<file path="config.mk">
export PLATFORM = sky130hd
export DESIGN_NAME = multi_click_button_detector_top
export DESIGN_NICKNAME = d
export VERILOG_FILES = /design/src/sv/mcb_pkg.sv /design/src/sv/mcb_step.sv /design/src/sv/multi_click_button_detector_top.sv
export SDC_FILE = /design/constraint.sdc
export NUM_CORES = 1
export LEC_CHECK = 0
export BUFFER_PORTS_ARGS = -buffer_cell sky130_fd_sc_hd__buf_2
export CELL_PAD_IN_SITES_DETAIL_PLACEMENT = 2
export CELL_PAD_IN_SITES_GLOBAL_PLACEMENT = 2
export CORE_MARGIN = 8
export CORE_UTILIZATION = 38
export CTS_CLUSTER_DIAMETER = 100
export CTS_CLUSTER_SIZE = 24
export DETAILED_ROUTE_END_ITERATION = 10
export PLACE_DENSITY_LB_ADDON = 0.1
export RECOVER_POWER = 100
export SLEW_MARGIN = 0
export SYNTH_ARGS = -nofsm -noshare
export SYNTH_HDL_FRONTEND = slang
export SYNTH_HIERARCHICAL = 1
export SYNTH_SLANG_ARGS = --single-unit
</file>
<file path="constraint.sdc">
create_clock -name clock -period 7.6 [get_ports clock]
set_input_delay 0 -clock clock [delete_from_list [all_inputs] [get_ports clock]]
set_output_delay 0 -clock clock [all_outputs]
set_load 0.02 [all_outputs]
</file>
<file path="src/sv/mcb_pkg.sv">
// ----------------------------------------------------------------------------
// mcb_pkg
// Shared types and constants for the multi-click button detector.
// ----------------------------------------------------------------------------
package mcb_pkg;

   localparam int TIME_BITS  = 32;
   localparam int TO_BITS    = 16;
   localparam int TALLY_BITS = 7;
   localparam int CLICK_BITS = 8;
   localparam int CSR_BITS   = 2;

   localparam logic [TO_BITS-1:0]    SHORT_TO_RESET = 16'd250;
   localparam logic [TO_BITS-1:0]    LONG_TO_RESET  = 16'd1000;
   localparam logic [TALLY_BITS-1:0] TALLY_MAX      = 7'd127;

   typedef enum logic [CSR_BITS-1:0] {
      CSR_SHORT_TIMEOUT = 2'd0,
      CSR_LONG_TIMEOUT  = 2'd1,
      CSR_SAMPLE_PAUSE  = 2'd2
   } csr_index_type;

   typedef struct packed {
      logic                        last_level;
      logic [TIME_BITS-1:0]        edge_time;
      logic [TALLY_BITS-1:0]       click_tally;
      logic                        pending_flag;
      logic signed [CLICK_BITS-1:0] reported_clicks;
      logic                        repeat_mode;
   } mcb_state_type;

   typedef struct packed {
      logic [TO_BITS-1:0] short_timeout_ms;
      logic [TO_BITS-1:0] long_timeout_ms;
      logic               sampling_paused;
   } mcb_cfg_type;

   typedef struct packed {
      logic                 pressed;
      logic [TIME_BITS-1:0] now_ms;
      logic                 ack_event;
      logic                 start_repeat;
      logic                 stop_repeat;
   } mcb_sample_type;

   typedef struct packed {
      logic                         event_pending;
      logic signed [CLICK_BITS-1:0] click_report;
      logic                         repeat_active;
   } mcb_result_type;

endpackage

</file>
<file path="src/sv/mcb_step.sv">
// ----------------------------------------------------------------------------
// mcb_step
// Next-state and result logic for one button sample.
// ----------------------------------------------------------------------------
module mcb_step (
   input  mcb_pkg::mcb_state_type  state,
   input  mcb_pkg::mcb_cfg_type    cfg,
   input  mcb_pkg::mcb_sample_type smp,
   output mcb_pkg::mcb_state_type  state_next,
   output mcb_pkg::mcb_result_type result
);
   import mcb_pkg::*;

   logic [TIME_BITS-1:0] elapsed_raw;
   logic [TIME_BITS-1:0] elapsed;
   logic                 edge_seen;

   assign elapsed_raw = smp.now_ms - state.edge_time;

   always_comb begin
      mcb_state_type s;
      s         = state;
      edge_seen = 1'b0;
      elapsed   = '0;

      if (smp.stop_repeat && s.repeat_mode) begin
         s.repeat_mode  = 1'b0;
         s.click_tally  = '0;
         s.last_level   = 1'b1;
         s.pending_flag = 1'b0;
      end
      if (smp.start_repeat) begin
         s.repeat_mode = 1'b1;
         s.last_level  = 1'b0;
      end

      if (!cfg.sampling_paused) begin
         if (s.repeat_mode && !smp.pressed) begin
            s.repeat_mode = 1'b0;
            s.click_tally = '0;
         end
         if (smp.pressed != s.last_level) begin
            if (smp.pressed && (s.click_tally < TALLY_MAX)) begin
               s.click_tally = s.click_tally + 1'b1;
            end
            s.edge_time  = smp.now_ms;
            s.last_level = smp.pressed;
            edge_seen    = 1'b1;
         end else if (s.repeat_mode &&
                      (elapsed_raw > {{(TIME_BITS-TO_BITS){1'b0}}, cfg.long_timeout_ms})) begin
            s.last_level = 1'b0;
         end
         elapsed = edge_seen ? '0 : elapsed_raw;
         if (!s.pending_flag && !s.repeat_mode && !smp.pressed &&
             (elapsed > {{(TIME_BITS-TO_BITS){1'b0}}, cfg.short_timeout_ms})) begin
            s.reported_clicks = {1'b0, s.click_tally};
            if (s.click_tally != '0) begin
               s.pending_flag = 1'b1;
               s.click_tally  = '0;
            end
         end
         if (!s.pending_flag && smp.pressed &&
             (elapsed > {{(TIME_BITS-TO_BITS){1'b0}}, cfg.long_timeout_ms})) begin
            s.reported_clicks = -$signed({1'b0, s.click_tally});
            if (s.click_tally != '0) begin
               s.pending_flag = 1'b1;
               s.click_tally  = '0;
            end
         end
      end

      result.event_pending = s.pending_flag;
      result.click_report  = s.reported_clicks;
      result.repeat_active = s.repeat_mode;

      if (smp.ack_event) begin
         s.pending_flag = 1'b0;
      end
      state_next = s;
   end

endmodule

</file>
<file path="src/sv/multi_click_button_detector_top.sv">
// ----------------------------------------------------------------------------
// multi_click_button_detector_top
// Multi-click and long-press detector for one debounced button.
// ----------------------------------------------------------------------------
// Each item is one button sample with a millisecond time stamp and gives one
// result. A sample is captured in an input register, processed combinationally
// against the detector state, and the result is held in an output register, so
// the block takes one item per cycle while the result side keeps up. The user
// must write timeouts and the pause flag through the csr port only while the
// block is idle; the block itself does not enforce this.
module multi_click_button_detector_top (
   input  logic                               clock,
   input  logic                               reset,
   input  logic                               req_valid,
   output logic                               req_ready,
   input  logic                               req_pressed,
   input  logic [mcb_pkg::TIME_BITS-1:0]      req_now_ms,
   input  logic                               req_ack_event,
   input  logic                               req_start_repeat,
   input  logic                               req_stop_repeat,
   output logic                               rsp_valid,
   input  logic                               rsp_ready,
   output logic                               rsp_event_pending,
   output logic signed [mcb_pkg::CLICK_BITS-1:0] rsp_click_report,
   output logic                               rsp_repeat_active,
   input  logic                               csr_we,
   input  logic [mcb_pkg::CSR_BITS-1:0]       csr_index,
   input  logic [mcb_pkg::TO_BITS-1:0]        csr_wdata
);
   import mcb_pkg::*;

   mcb_cfg_type    cfg_ff;
   mcb_state_type  state_ff;
   mcb_state_type  state_in;
   mcb_sample_type smp_ff;
   logic           smp_valid_ff;
   mcb_result_type result_in;
   mcb_result_type result_ff;
   logic           rsp_valid_ff;
   logic           advance;

   assign advance   = smp_valid_ff && (!rsp_valid_ff || rsp_ready);
   assign req_ready = !smp_valid_ff || advance;

   always_ff @(posedge clock) begin
      if (reset) begin
         cfg_ff.short_timeout_ms <= SHORT_TO_RESET;
         cfg_ff.long_timeout_ms  <= LONG_TO_RESET;
         cfg_ff.sampling_paused  <= 1'b0;
      end else if (csr_we) begin
         case (csr_index_type'(csr_index))
            CSR_SHORT_TIMEOUT: cfg_ff.short_timeout_ms <= csr_wdata;
            CSR_LONG_TIMEOUT:  cfg_ff.long_timeout_ms  <= csr_wdata;
            CSR_SAMPLE_PAUSE:  cfg_ff.sampling_paused  <= csr_wdata[0];
            default: ;
         endcase
      end
   end

   always_ff @(posedge clock) begin
      if (req_valid && req_ready) begin
         smp_ff.pressed      <= req_pressed;
         smp_ff.now_ms       <= req_now_ms;
         smp_ff.ack_event    <= req_ack_event;
         smp_ff.start_repeat <= req_start_repeat;
         smp_ff.stop_repeat  <= req_stop_repeat;
      end
      if (advance) begin
         result_ff <= result_in;
      end
   end

   always_ff @(posedge clock) begin
      if (reset) begin
         smp_valid_ff <= 1'b0;
         rsp_valid_ff <= 1'b0;
         state_ff     <= '0;
      end else begin
         if (req_ready) begin
            smp_valid_ff <= req_valid;
         end
         if (advance) begin
            rsp_valid_ff <= 1'b1;
            state_ff     <= state_in;
         end else if (rsp_ready) begin
            rsp_valid_ff <= 1'b0;
         end
      end
   end

   mcb_step u_step (
      .state      (state_ff),
      .cfg        (cfg_ff),
      .smp        (smp_ff),
      .state_next (state_in),
      .result     (result_in)
   );

   assign rsp_valid         = rsp_valid_ff;
   assign rsp_event_pending = result_ff.event_pending;
   assign rsp_click_report  = result_ff.click_report;
   assign rsp_repeat_active = result_ff.repeat_active;

`ifndef SYNTHESIS
   a_pending_nonzero: assert property (@(posedge clock) disable iff (reset)
      state_ff.pending_flag |-> (state_ff.reported_clicks != '0))
      else $error("pending flag set with a zero click report");

   a_state_holds: assert property (@(posedge clock) disable iff (reset)
      !advance |=> $stable(state_ff))
      else $error("detector state changed without an item");

   a_empty_ready: assert property (@(posedge clock) disable iff (reset)
      !smp_valid_ff |-> req_ready)
      else $error("input stage empty but not ready");
`endif

endmodule

</file>
## After elaboration in Yosys (flattened, before gate mapping)

Cells that the tools add are included.

- Memories: 0
- Bits in latches: 0
- Bits of input ports: 59
- Register bits after elaboration: 131
- Bits in read-only memories: 0
- Word-level logic and storage cells: 84
- Memory bits (writable): 0
- Output and inout bits: 12

- $add $sub $neg: 3
- Eq/ne operators: 3
- Bitwise logic cells: 1
- Order comparisons: 4
- Shifts and indexed selects: 0
- Multiplexer cells: 26
- Multiply operators: 0
- Divide/modulo/power cells: 0
- Reduce and logical (&&, ||, !) cells: 28

Operator list:

| operator | number |
|---|---|
| $gt A32 B16 Y1 | 3 |
| $mux W39 | 2 |
| $mux W50 | 1 |
| $mux W16 | 3 |
| $mux W32 | 1 |
| $sub A32 B32 Y32 | 1 |
| $mux W8 | 3 |
| $mux W7 | 3 |
| $reduce_bool A7 Y1 | 2 |
| $mux W1 | 13 |
| $logic_and A1 B1 Y1 | 11 |
| $neg A7 Y8 | 1 |
| $add A7 B1 Y7 const B | 1 |
| $lt A7 B7 Y1 const B | 1 |
| $logic_not A1 Y1 | 6 |
| $reduce_and A2 Y1 | 3 |
| $reduce_bool A2 Y1 | 2 |
| $reduce_and A3 Y1 | 1 |
| $eq A2 B1 Y1 const B | 1 |
| $eq A2 B2 Y1 const B | 1 |
| $logic_not A2 Y1 | 1 |
| $logic_or A1 B1 Y1 | 2 |
| $ne A1 B1 Y1 | 1 |
| $not A1 Y1 | 1 |

## Longest topological paths before layout

Gate-level depths: netlist of run 1.

- Depth in word-level cells: 21
- Gate-level depth with buffers: 30
- Gate-level depth less buffers: 28

## Hierarchy

The synthesis of run 1 kept the hierarchy.

Modules (own cells, without submodules):

| module | sequential area each (um^2) | cells each | area each (um^2) | instances |
|---|---|---|---|---|
| multi_click_button_detector_top | 3083.0 | 416 | 4899.7 | 1 |
| mcb_step | 0.0 | 685 | 4788.3 | 1 |

## Least setup slack after synthesis of run 1

Ideal clock, no wire load.

- Kind: register to register
- From: register smp_ff[7] (netlist name)
- To: register state_ff[10] (netlist name)
- Required time: 7.528 ns
- Cell stages (with the launch flop): 28
- Arrival: 5.594 ns
- Setup slack: 1.935 ns
- Buffers on the path: 1
- Path through: edfxtp_1 ha_1 a21o_1 a21oi_1 nand2_1 a21o_1 a21oi_1 xnor2_1 and2_1 ha_1 nand2_1 a211oi_1 a221oi_1 maj3_1 maj3_1 o21ai_1 o31ai_1 a221oi_2 buf_2 nand2b_1 ha_1 inv_1 nor4b_1 nand2_1 a211oi_2 a22o_1 nand2b_1 mux2i_1

RTL lines:

| element | RTL line | text |
|---|---|---|
| from (decl) | multi_click_button_detector_top.sv:35 | `mcb_sample_type smp_ff;` |
| to (signal assigned) | multi_click_button_detector_top.sv:84 | `state_ff <= state_in;` |
| to (decl) | multi_click_button_detector_top.sv:33 | `mcb_state_type state_ff;` |

==> results of run 1 <==
-- cells in the mapped netlist, types with 9 or more instances --
cell type / instances / area (sq um)
sky130_fd_sc_hd__and2_1: 18 / 112.6
sky130_fd_sc_hd__ha_1: 77 / 963.4
sky130_fd_sc_hd__o21ai_1: 9 / 45.04
sky130_fd_sc_hd__xnor2_1: 18 / 157.7
sky130_fd_sc_hd__mux2i_1: 54 / 540.5
sky130_fd_sc_hd__edfxtp_1: 46 / 1381
sky130_fd_sc_hd__nand3_1: 10 / 50.05
sky130_fd_sc_hd__buf_4: 11 / 82.58
sky130_fd_sc_hd__dfxtp_1: 85 / 1702
sky130_fd_sc_hd__a21oi_1: 79 / 395.4
sky130_fd_sc_hd__xor2_1: 13 / 113.9
sky130_fd_sc_hd__nor3_1: 28 / 140.1
sky130_fd_sc_hd__nor2_1: 54 / 202.7
sky130_fd_sc_hd__nand2_1: 90 / 337.8
sky130_fd_sc_hd__inv_1: 76 / 285.3
sky130_fd_sc_hd__nand2b_1: 112 / 700.7
sky130_fd_sc_hd__nand4_1: 19 / 118.9
sky130_fd_sc_hd__clkbuf_1: 30 / 112.6
sky130_fd_sc_hd__nor2b_1: 9 / 56.30
sky130_fd_sc_hd__o211ai_1: 9 / 67.56
sky130_fd_sc_hd__mux2_2: 32 / 360.4
sky130_fd_sc_hd__o21a_1: 15 / 112.6
sky130_fd_sc_hd__buf_2: 13 / 65.06
sky130_fd_sc_hd__a21o_1: 18 / 135.1
sky130_fd_sc_hd__o21ai_0: 30 / 150.1
-- power groups by stage --
stage          logic [W]  registers [W]  clock network (W)
4_1_cts         0.000566       0.000780           0.000911
3_3_place_gp    0.000514       0.000794                  0
6_report        0.000560       0.000781           0.000883
3_5_place_dp    0.000532       0.000795                  0
2_1_floorplan   0.000388       0.000793                  0
5_1_grt         0.000619       0.000785           0.000934
-- registers in the layout, indices dropped and copies added (netlist names) --
signal and flops:
cfg_ff 33, rsp_click_report 8, rsp_event_pending 1, rsp_repeat_active 1, rsp_valid 1, smp_ff 36, smp_valid_ff 1, state_ff 50
-- routing by layer --
metal / vias to the layer above / part of all wire (%) / GRT usage (%) / routed length (um)
li1: 4090 / - / - / -
met4: 0 / 1.0 / 4.274 / 310
met5: - / 0 / 0 / 0
met2: 92 / 50 / 35.42 / 15190
met3: 23 / 1.8 / 2.706 / 547
met1: 4229 / 47 / 24.85 / 14050
-- final cells by class --
class                           count  area (sq um)  area share [%]
Tap cell                          330         412.9           3.663
Timing Repair Buffer              134         937.1           8.314
Sequential cell                   131          3083           27.35
Clock inverter                     10         118.9           1.054
Multi-Input combinational cell    830          5948           52.77
Inverter                           76         285.3           2.531
Clock buffer                       22         486.7           4.318
-- final timing paths --
| check | endpoint | slack, ps | depth (start not counted) |
|---|---|---|---|
| worst max-delay path | state_ff[1] | 710 | 23 |
| worst min-delay path | smp_ff[25] | 280 | 2 |
| worst max register to register | state_ff[1] | 710 | 23 |
| worst min register to register | cfg_ff[15] | 460 | 2 |
-- what timing repair did --
| item | in CTS | in global routing |
|---|---|---|
| resized for setup | 0 | 0 |
| endpoints found under the hold margin | 71 | 0 |
| hold buffers | 58 | 0 |
-- worst max-delay path, cell delays in order, from the launching register on --
cell and delay, ps:
sky130_fd_sc_hd__edfxtp_1 320, sky130_fd_sc_hd__inv_1 50, sky130_fd_sc_hd__ha_1 220, sky130_fd_sc_hd__fa_1 430
sky130_fd_sc_hd__nor2b_1 170, sky130_fd_sc_hd__o2111ai_1 250, sky130_fd_sc_hd__a21oi_1 670, sky130_fd_sc_hd__nor2_1 110
sky130_fd_sc_hd__nor2_1 130, sky130_fd_sc_hd__nor2_1 60, sky130_fd_sc_hd__xnor2_1 170, sky130_fd_sc_hd__and2_0 210
sky130_fd_sc_hd__ha_1 300, sky130_fd_sc_hd__nand4_1 170, sky130_fd_sc_hd__nor4_1 430, sky130_fd_sc_hd__a21bo_1 270
sky130_fd_sc_hd__a21oi_1 120, sky130_fd_sc_hd__o22ai_1 80, sky130_fd_sc_hd__o21ai_0 660, sky130_fd_sc_hd__a21oi_1 500
sky130_fd_sc_hd__o21bai_1 720, sky130_fd_sc_hd__mux2_1 410, sky130_fd_sc_hd__nand2b_1 90, sky130_fd_sc_hd__mux2i_1 80
-- cell families after synthesis --
| group | after synthesis | synth area share (%) |
|---|---|---|
| xor gates and xnor gates | 31 | 2.803 |
| buffers and inverters | 140 | 6.651 |
| muxes | 87 | 9.415 |
| adders and majority gates | 80 | 10.36 |
| and+or+nand+nor | 385 | 21.32 |
| DFF | 131 | 31.82 |
| AOI/OAI and AO/OA | 247 | 17.63 |
-- per-stage QoR --
stage,cell area [sq um],setup slack [ps],instances,utilization (%)
CTS,11350,982.5,1533,45.19
floorplan,9688,1935,1101,-
finish,11270,706.2,1533,44.89
global route,11270,356.3,1533,44.89
detailed placement,10160,1073,1443,40.47
global placement,10160,1520,1443,40.47
==> results list, run 1 <==
- Max-Cap Viols: 5
- For this design the static power due to leakage is 4.358 nW.
* Clock tree buffer depth: 2
- Hold WS: 277.1 ps
- The die covers 30860 sq um.
- The core region is 25110 sq um.
* Type of destination of the critical path: flop
- Combinational logic burns 25.2% of the power.
- WL per Instance: 19.63 um
* WS Path Type: flop to flop
- The first routing iteration left 305 violations.
- Entering global routing, the biggest net connects 88 pins.
* Most common flop cell mapped by yosys: sky130_fd_sc_hd__dfxtp_1
- Once detail routing completed, the nets flagged for antenna violations numbered 0.
- The synthesized design contains 46 enable-type register cells.
- Share of synthesized area occupied by flip-flops and latches: 31.82%
- Required time of the critical path: 7750 ps
- Synth Net Count: 1238
- The final layout contains 1327 nets.
- Final setup viols: 0
* Arrival time at the worst endpoint: 7040 ps
- In the routed layout, each cell is associated on average with a via count of 5.502.
* Worst-case vdd ir drop: 0.1072 mV
* Total routing usage reported by global routing: 19.82%
* Most frequent cells in the layout: 112 x sky130_fd_sc_hd__nand2b_1, 90 x sky130_fd_sc_hd__nand2_1, 85 x sky130_fd_sc_hd__dfxtp_1
* Total length of routed wires: 30100 um
- The routed layout has 8434 vias.
* Power density over the cells: 197.3 nW/um^2
* Final Hold Vio Count: 0
- Fraction of synthesis flops using an asynchronous set or reset pin: 0%
- Detailed-route DRC error count: 0
* Initial cell density of the core: 38.58%
- Count of antenna diodes in the layout: 0
- Number of fillers in the final layout: 2764
* First-pass DRT Iterations: 4
- Transition time at the pin with the least slew margin: 4105 ps
- Number of clock buffers inserted by TritonCTS: 17
- After layout, the worst path uses 90.71% of the clock period.
- Switching share of power: 31.58%
- Failing checks: capacitance limit, slew limit
- Clock skew on the completed layout was measured at 15.22 ps.
- Average footprint of a synthesized cell: 8.799 sq um
- Count of input and output buffers: 70
- GRT Residual Overflow: 0
- The first global-routing pass estimated 49670 um of wire.
- Clock latency on the worst-skew pair: 430 ps
- Setup repair after global routing left no endpoint under its margin.
- Antenna violations before repair: 0
- Most common library cell in the layout ignoring fill and taps: sky130_fd_sc_hd__nand2b_1
- After clock tree synthesis, the clock-pin slew on the worst setup and hold paths is 60 ps.
* Launching point of the worst reg2reg path: smp_ff[3]
- TritonCTS built the clock tree.
* Relative contribution of sequential cells to total power: 35.1%
- Top-Level Pins: 71
* Setup crit start kind: flop
- Cell count after synthesis: 1101
* Worst slew slack as a fraction of its limit: -173.6%
- Post-CTS setup buffer count: 0
- Clock share of power: 39.7%
- CTS placed an instance of sky130_fd_sc_hd__clkbuf_16 at the clock tree root.
- For this run, the top clock speed supported by timing is 145.1 MHz.
- The worst hold path begins at req_now_ms[22].
- Internal power: 0.001521 W
- Final TNS setup: 0 ps
- Worst min-delay path category: primary input to flop
- The number of max-slew violations in the final report is 273.
- Total number of clock tree sinks: 131
* Count of yosys warnings during synthesis: 6
* Via count of the first global-routing pass: 9341
- The run finished, with violations left.
- Net Sw Power: 0.0007023 W
* Y dimension of the die: 175.7 um
* Synth Register Bits: 131
- In this run the horizontal extent of the chip is 175.7 um.
- The clock tree synthesis step divided the H-tree into 4 levels.
- Total power for the finished layout comes to 0.002224 W.
- Share of post-route cells with drive strength above 1: 10.97%
- CP Launch Point: smp_ff[3]
* Area growth from synthesis to final layout: 16.35%
* Minimum period implied by the final worst setup slack: 6894 ps
* Final Wtd Congestion: 0.8184
* # rows: 58
- Netlist cell types: 86
- After synthesis the cells add up to 9688 sq um.
* Maximum fanout along the worst path: 11
- Hpwl dp: 21300 um
(Power assumes the default switching activity.)
==> run 2: changes to the inputs <==
--- a/config.mk
+++ b/config.mk
@@ -6,14 +6,11 @@
 export NUM_CORES = 1
 export LEC_CHECK = 0
 export BUFFER_PORTS_ARGS = -buffer_cell sky130_fd_sc_hd__buf_2
-export CELL_PAD_IN_SITES_DETAIL_PLACEMENT = 2
-export CELL_PAD_IN_SITES_GLOBAL_PLACEMENT = 2
 export CORE_MARGIN = 8
-export CORE_UTILIZATION = 38
+export CORE_UTILIZATION = 46
 export CTS_CLUSTER_DIAMETER = 100
 export CTS_CLUSTER_SIZE = 24
 export DETAILED_ROUTE_END_ITERATION = 10
-export PLACE_DENSITY_LB_ADDON = 0.1
 export RECOVER_POWER = 100
 export SLEW_MARGIN = 0
 export SYNTH_ARGS = -nofsm -noshare
==> results list, run 2 (synthesis gave the netlist of run 1 again) <==
- Worst-case vdd ir drop: 0.1458 mV
- Worst setup slack before clock tree synthesis: 1443 ps
* Initial drt markers: 532
* Combinational power share: 25.1%
- After the last flow step, the layout net total stands at 1329.
- In this run the vertical extent of the chip is 161.1 um.
- Slowest CP cell: sky130_fd_sc_hd__a211oi_2
* # rows: 53
* Vias/cell: 5.413
- Die Footprint: 25960 sq um
- Setup violations remaining at the end of the flow were counted as 0.
- The worst hold path begins at csr_index[0].
* Crit-path max cell delay: 470 ps
- In the final layout, the registers with the most flip-flops are state_ff: 50 flops, smp_ff: 36 flops, cfg_ff: 33 flops.
* Clock tree buffer depth: 2
* Maximum achievable frequency: 150.9 MHz
* Launching point of the worst reg2reg path: state_ff[21]
- The register with the most flip-flops in the layout has 50 of them.
* Final Hold Vio Count: 0
- More flip-flops sit in one register than any other, and that register is state_ff.
* Number of clock buffers inserted by TritonCTS: 17
* Required time of the critical path: 7900 ps
- Global routing finished with a remaining overflow of 0.
* Post-route fraction of the period consumed by the critical path: 87.20%
- Most common library cell in the layout ignoring fill and taps: sky130_fd_sc_hd__nand2b_1
- Maximum number of pins on one net before global-route repair: 96
- Adding up every negative setup slack in the final design gives 0 ps.
* Setup crit start kind: flop
- Capture instance of the worst register-to-register path: state_ff[11]
- Count of input and output buffers: 70
* Global-route wire length before repair: 38180 um
- Failing checks: capacitance limit, slew limit
- Core ar.: 20820 sq um
- Via count of the first global-routing pass: 7606
- Max-Cap Viols: 3
* First-pass DRT Iterations: 5
* Relative contribution of sequential cells to total power: 37.4%
- After clock tree synthesis, the clock-pin slew on the worst setup and hold paths is 60 ps.
* Antenna violations before repair: 0
- The worst setup path is captured at a flop.
- Pin placement for this block handled 71 I/O pins.
- Cell internal power was estimated by the tool at 0.001439 W.
- The flow ran to the end, but the final reports show violations.
- In the layout the commonest cells are 112 x sky130_fd_sc_hd__nand2b_1, 90 x sky130_fd_sc_hd__nand2_1, 85 x sky130_fd_sc_hd__dfxtp_1.
- After detailed routing, the number of remaining DRC violations is 0.
* Share of post-route cells with drive strength above 1: 11.04%
- WS Path Type: flop to flop
* Worst setup skew after layout: 9.893 ps
* Arrival time at the worst endpoint: 6930 ps
- Setup repair after global routing left no endpoint under its margin.
- Count of antenna diodes in the layout: 0
- Final Wtd Congestion: 0.8864
* WL per Instance: 15.67 um
- Transition time at the pin with the least slew margin: 3992 ps
* Setup slack, reg-to-reg: 970 ps
* Clock share of power: 37.5%
- After clock tree synthesis, the setup repair step added 0 buffers.
- Area growth from synthesis to final layout: 15.15%
* Power density over the cells: 187.2 nW/um^2
* Net Sw Power: 0.0006499 W
- Total number of clock tree sinks: 131
- Hpwl dp: 16590 um
- After detailed routing, the total wire length is 23190 um.
- Across every metal layer, demand over resource in global routing totals 17.73%.
- Counting instances, the worst hold path has a depth of 4.
- The initial utilization of the core area, before any placement, comes to 46.53%.
- Worst Hold Endpoint: cfg_ff[0]
- Post-cts gate resize count: 0
* Maximum fanout along the worst path: 13
- The smallest clock period supported by the final layout is computed as 6627 ps.
- Residual antenna-violating net count after detailed routing: 0
- The tree is rooted in a sky130_fd_sc_hd__clkbuf_16.
* Switching share of power: 31.12%
- TritonCTS built the clock tree.
- Leak pwr: 4.325 nW
- Clock latency on the worst-skew pair: 420 ps
- # H-tree levels: 4
- The tightest min-delay check is of the primary input to flop type.
- Setup slack on the critical path of the routed design comes to 972.5 ps.
- The completed layout was analyzed and its total power is 0.002089 W.
* Worst slew slack as a fraction of its limit: -166.1%
- Number of cells on the worst reg-to-reg path: 28
- Via count: 8011
- Die width: 161.1 um
- Final count of pins violating max slew: 190
- Hold repair after CTS inserted 59 buffers.
==> run 2: changes by cell type in the layout (fill, tap and decap cells not counted), sizes merged <==
cell / change
clkinv: +6
inv: -4
clkbuf: -3
clkinvlp: +3
bufinv: -1
dlygate4sd3: +1
==> run 2: metal layers <==
metal | up-vias | GRT usage, % | part of all wire [%]
li1 | 4121 | - | -
met3 | 13 | 3.334 | 4.3
met1 | 3706 | 23.51 | 49
met4 | 0 | 4.419 | 0.75
met5 | - | 0 | 0
met2 | 171 | 29.20 | 46
==> run 2: worst max-delay path by stage <==
stage,from,end,depth (start not counted)
6_report,state_ff[21],state_ff[11],28
5_1_grt,smp_ff[3],state_ff[1],23
4_1_cts,smp_ff[7],state_ff[15],27
3_5_place_dp,smp_ff[5],state_ff[12],27
3_3_place_gp,smp_ff[3],state_ff[12],29
2_1_floorplan,smp_ff[7],state_ff[10],27
==> run 2: worst max-delay path: cells and delay by family, from the launching register on <==
| kind | cells | cell delay [ps] |
|---|---|---|
| XOR/XNOR | 1 | 100 |
| multiplexers | 1 | 150 |
| AO/OA/AOI/OAI | 11 | 2460 |
| flip-flops | 1 | 350 |
| AND/OR/NAND/NOR | 7 | 1220 |
| buffers and inverters | 3 | 600 |
| adder cells (fa/ha/maj) | 5 | 1600 |
==> run 2: stage by stage <==
| step | instances | util, % | area [sq um] | hold WS, ps |
|---|---|---|---|---|
| floorplan | 1101 | - | 9688 | 98.87 |
| global placement | 1389 | 48.49 | 10100 | 175.9 |
| detailed placement | 1389 | 48.49 | 10100 | 178.1 |
| CTS | 1480 | 53.94 | 11230 | 0.9647 |
| global route | 1480 | 53.58 | 11160 | 23.10 |
| finish | 1480 | 53.58 | 11160 | 17.18 |
==> run 2: cell type report <==
class | instances | area [sq um]
fillers | 1972 | 9667
well taps | 275 | 344.1
flip-flops and latches | 131 | 3083
inverters | 76 | 285.3
repair buffers | 136 | 948.4
multi-input cells | 830 | 5951
clock inverters | 14 | 115.1
clock buffers | 18 | 429.2
==> run 2: power by group through the flow <==
stage / Sequential, W / Clock (W) / Combinational [W]
2_1_floorplan: 0.000793 / 0 / 0.000388
3_3_place_gp: 0.000794 / 0 / 0.000494
3_5_place_dp: 0.000795 / 0 / 0.000498
4_1_cts: 0.000780 / 0.000803 / 0.000526
5_1_grt: 0.000784 / 0.000832 / 0.000585
6_report: 0.000780 / 0.000783 / 0.000525
==> run 3: changes to the inputs <==
--- a/config.mk
+++ b/config.mk
@@ -11,7 +11,7 @@
 export CTS_CLUSTER_DIAMETER = 100
 export CTS_CLUSTER_SIZE = 24
 export DETAILED_ROUTE_END_ITERATION = 10
-export RECOVER_POWER = 100
+export RECOVER_POWER = 50
 export SLEW_MARGIN = 0
 export SYNTH_ARGS = -nofsm -noshare
 export SYNTH_HDL_FRONTEND = slang
==> results list, run 3 (synthesis gave the netlist of run 1 again) <==
- The worst setup path is captured at a flop.
- Setup violations remaining at the end of the flow were counted as 0.
* Post-layout instance count excluding filler cells: 1480
* Final TNS setup: 0 ps
- The clock net in this run drives a total of 131 sinks.
- Clock latency on the worst-skew pair: 430 ps
- STA classifies the critical path startpoint as a flop.
- Entering global routing, the biggest net connects 96 pins.
- Final count of pins violating max slew: 133
- The H-tree generated during clock tree synthesis spans 4 levels.
* Post-route fraction of the period consumed by the critical path: 82.94%
- In this run the register-to-register setup slack is 1300 ps.
- Number of fillers in the final layout: 1958
- The final number of hold-violating endpoints was 0.
* Required time of the critical path: 7940 ps
* Maximum fanout along the worst path: 13
- Dividing total power by cell area gives a power density of 186.9 nW/um^2.
* Vias/cell: 5.387
* Most frequent cells in the layout: 112 x sky130_fd_sc_hd__nand2b_1, 90 x sky130_fd_sc_hd__nand2_1, 85 x sky130_fd_sc_hd__dfxtp_1
- At the worst endpoint, the arrival time is 6650 ps.
- Setup repair after global routing missed its margin: no
* Die width: 161.1 um
* Minimum period implied by the final worst setup slack: 6304 ps
* Power after layout: 0.002092 W
* Clock tree buffer depth: 2
* Number of clock buffers inserted by TritonCTS: 17
- Initial drt markers: 478
* Worst slew slack as a fraction of its limit: -125.1%
- Initial cell density of the core: 46.53%
- The root buffer cell chosen for the clock tree is sky130_fd_sc_hd__clkbuf_16.
* Core ar.: 20820 sq um
* Area growth from synthesis to final layout: 15.54%
- Of the cells placed in the final design, the portion with a size suffix greater than 1 is 11.70%.
- Failing checks: capacitance limit, slew limit
- Run status: complete, but fails checks
- Transition time at the pin with the least slew margin: 3377 ps
- In this run the static leakage power is 4.344 nW.
- Final Wtd Congestion: 0.8864
- The finished cells cover 11190 sq um.
- Placed insts: 1389
* WL per Instance: 15.66 um
- Total length of routed wires: 23180 um
* Total routing usage reported by global routing: 17.73%
- Worst min-delay path category: primary input to flop
- Row generation in the floorplan step produced 53 rows.
- In this run the cell area measured after placement is 10100 sq um.
- WS Path Type: flop to flop
* Count of antenna diodes in the layout: 0
* Number of cells on the worst reg-to-reg path: 28
* Hpwl dp: 16590 um
* CTS tree: built
- Clock-pin slew was measured on the worst setup and hold paths at 60 ps.
- Via count of the first global-routing pass: 7606
- Crit-path max cell delay: 470 ps
- Maximum achievable frequency: 158.6 MHz
- Max-cap violations in this run came to 2.
* Die Footprint: 25960 sq um
* Hold WS: 16.95 ps
- Between clock sinks in the finished design, the worst skew comes to 9.813 ps.
- Via count: 7973
- Net count, final: 1329
* Launching point of the worst reg2reg path: state_ff[21]
- The largest registers in the layout are state_ff: 50 flops, smp_ff: 36 flops, cfg_ff: 33 flops.
- Worst hold path depth: 4
- Residual antenna-violating net count after detailed routing: 0
- Worst Hold Endpoint: cfg_ff[0]
- Across the VDD grid, the largest voltage drop is 0.1463 mV.
- The floorplan step set the die height to 161.1 um.
- The worst hold path begins at csr_index[0].
- Register containing the most flip-flops in the final layout: state_ff
- The register with the most flip-flops in the layout has 50 of them.
- For this run the aggregate overflow at the end of global routing stands at 0.
- The pre-antenna-repair detailed-routing pass consisted of 5 iterations.
- Among all stages on the critical path, the largest delay is contributed by sky130_fd_sc_hd__a211oi_2.
- The library cell used most frequently in the layout, excluding fill and tap cells, is sky130_fd_sc_hd__nand2b_1.
* Top-Level Pins: 71
* Detailed-route DRC error count: 0
- Port buffering added 70 buffers.
- The number of setup buffers added after CTS is 0.
- In this run the critical register-to-register path is captured at state_ff[11].
- Antenna violations before repair: 0
- Global-route wire length before repair: 38180 um
## run 3: changes by cell type in the layout (fill, tap and decap cells not counted), moves of 2 or more
cell and change:
sky130_fd_sc_hd__clkbuf_1 -3, sky130_fd_sc_hd__a21oi_1 -2, sky130_fd_sc_hd__o21ai_0 -2, sky130_fd_sc_hd__o21ai_1 +2, sky130_fd_sc_hd__buf_4 +3, sky130_fd_sc_hd__a21oi_2 +2
## run 3: routing by layer
metal | part of all wire, % | GRT usage [%] | vias up
li1 | - | - | 4113
met1 | 49 | 23.51 | 3685
met2 | 46 | 29.20 | 160
met3 | 4.1 | 3.334 | 15
met4 | 0.78 | 4.419 | 0
met5 | 0 | 0 | -
## run 3: through the flow
step / worst slack [ps] / util, %
floorplan: 1935 / -
global placement: 1595 / 48.49
detailed placement: 1443 / 48.49
CTS: 1360 / 53.94
global route: 850.8 / 53.76
finish: 1296 / 53.76
## run 3: final cells by class
type	count	area (sq um)	share of cell area (%)
sequential	131	3083	27.54
multi-input combinational	830	5977	53.40
inverter	76	285.3	2.549
tap	275	344.1	3.074
timing repair buffer	136	959.7	8.574
clock inverter	14	115.1	1.028
clock buffer	18	429.2	3.834
## run 3: where the power goes
part           internal [W]  leakage, nW  total, W  switching, W
logic              0.000229         2.94  0.000527      0.000297
clock network      0.000447        0.261  0.000785      0.000338
registers          0.000761         1.14  0.000780     0.0000193
total               0.00144         4.34   0.00209      0.000655
## run 3: worst max-delay path by stage
| stage | from | end | depth (start not counted) |
|---|---|---|---|
| 6_report | state_ff[21] | state_ff[11] | 28 |
| 5_1_grt | smp_ff[7] | state_ff[15] | 27 |
| 4_1_cts | smp_ff[7] | state_ff[15] | 27 |
| 3_5_place_dp | smp_ff[5] | state_ff[12] | 27 |
| 3_3_place_gp | smp_ff[3] | state_ff[12] | 29 |
| 2_1_floorplan | smp_ff[7] | state_ff[10] | 27 |
## run 3: repair_timing
action                     CTS  global route
hold buffers                59             0
setup endpoints to repair    0             0
hold endpoints to repair    71             0
gates resized for setup      0             0
## run 3: worst max-delay path, delay by kind of cell, from the launching register on
kind / cells / cell delay, ps
AO/OA/AOI/OAI: 11 / 2440
XOR/XNOR: 1 / 100
adder cells (fa/ha/maj): 5 / 1610
buffers and inverters: 3 / 380
flip-flops: 1 / 350
multiplexers: 1 / 150
AND/OR/NAND/NOR: 7 / 1150
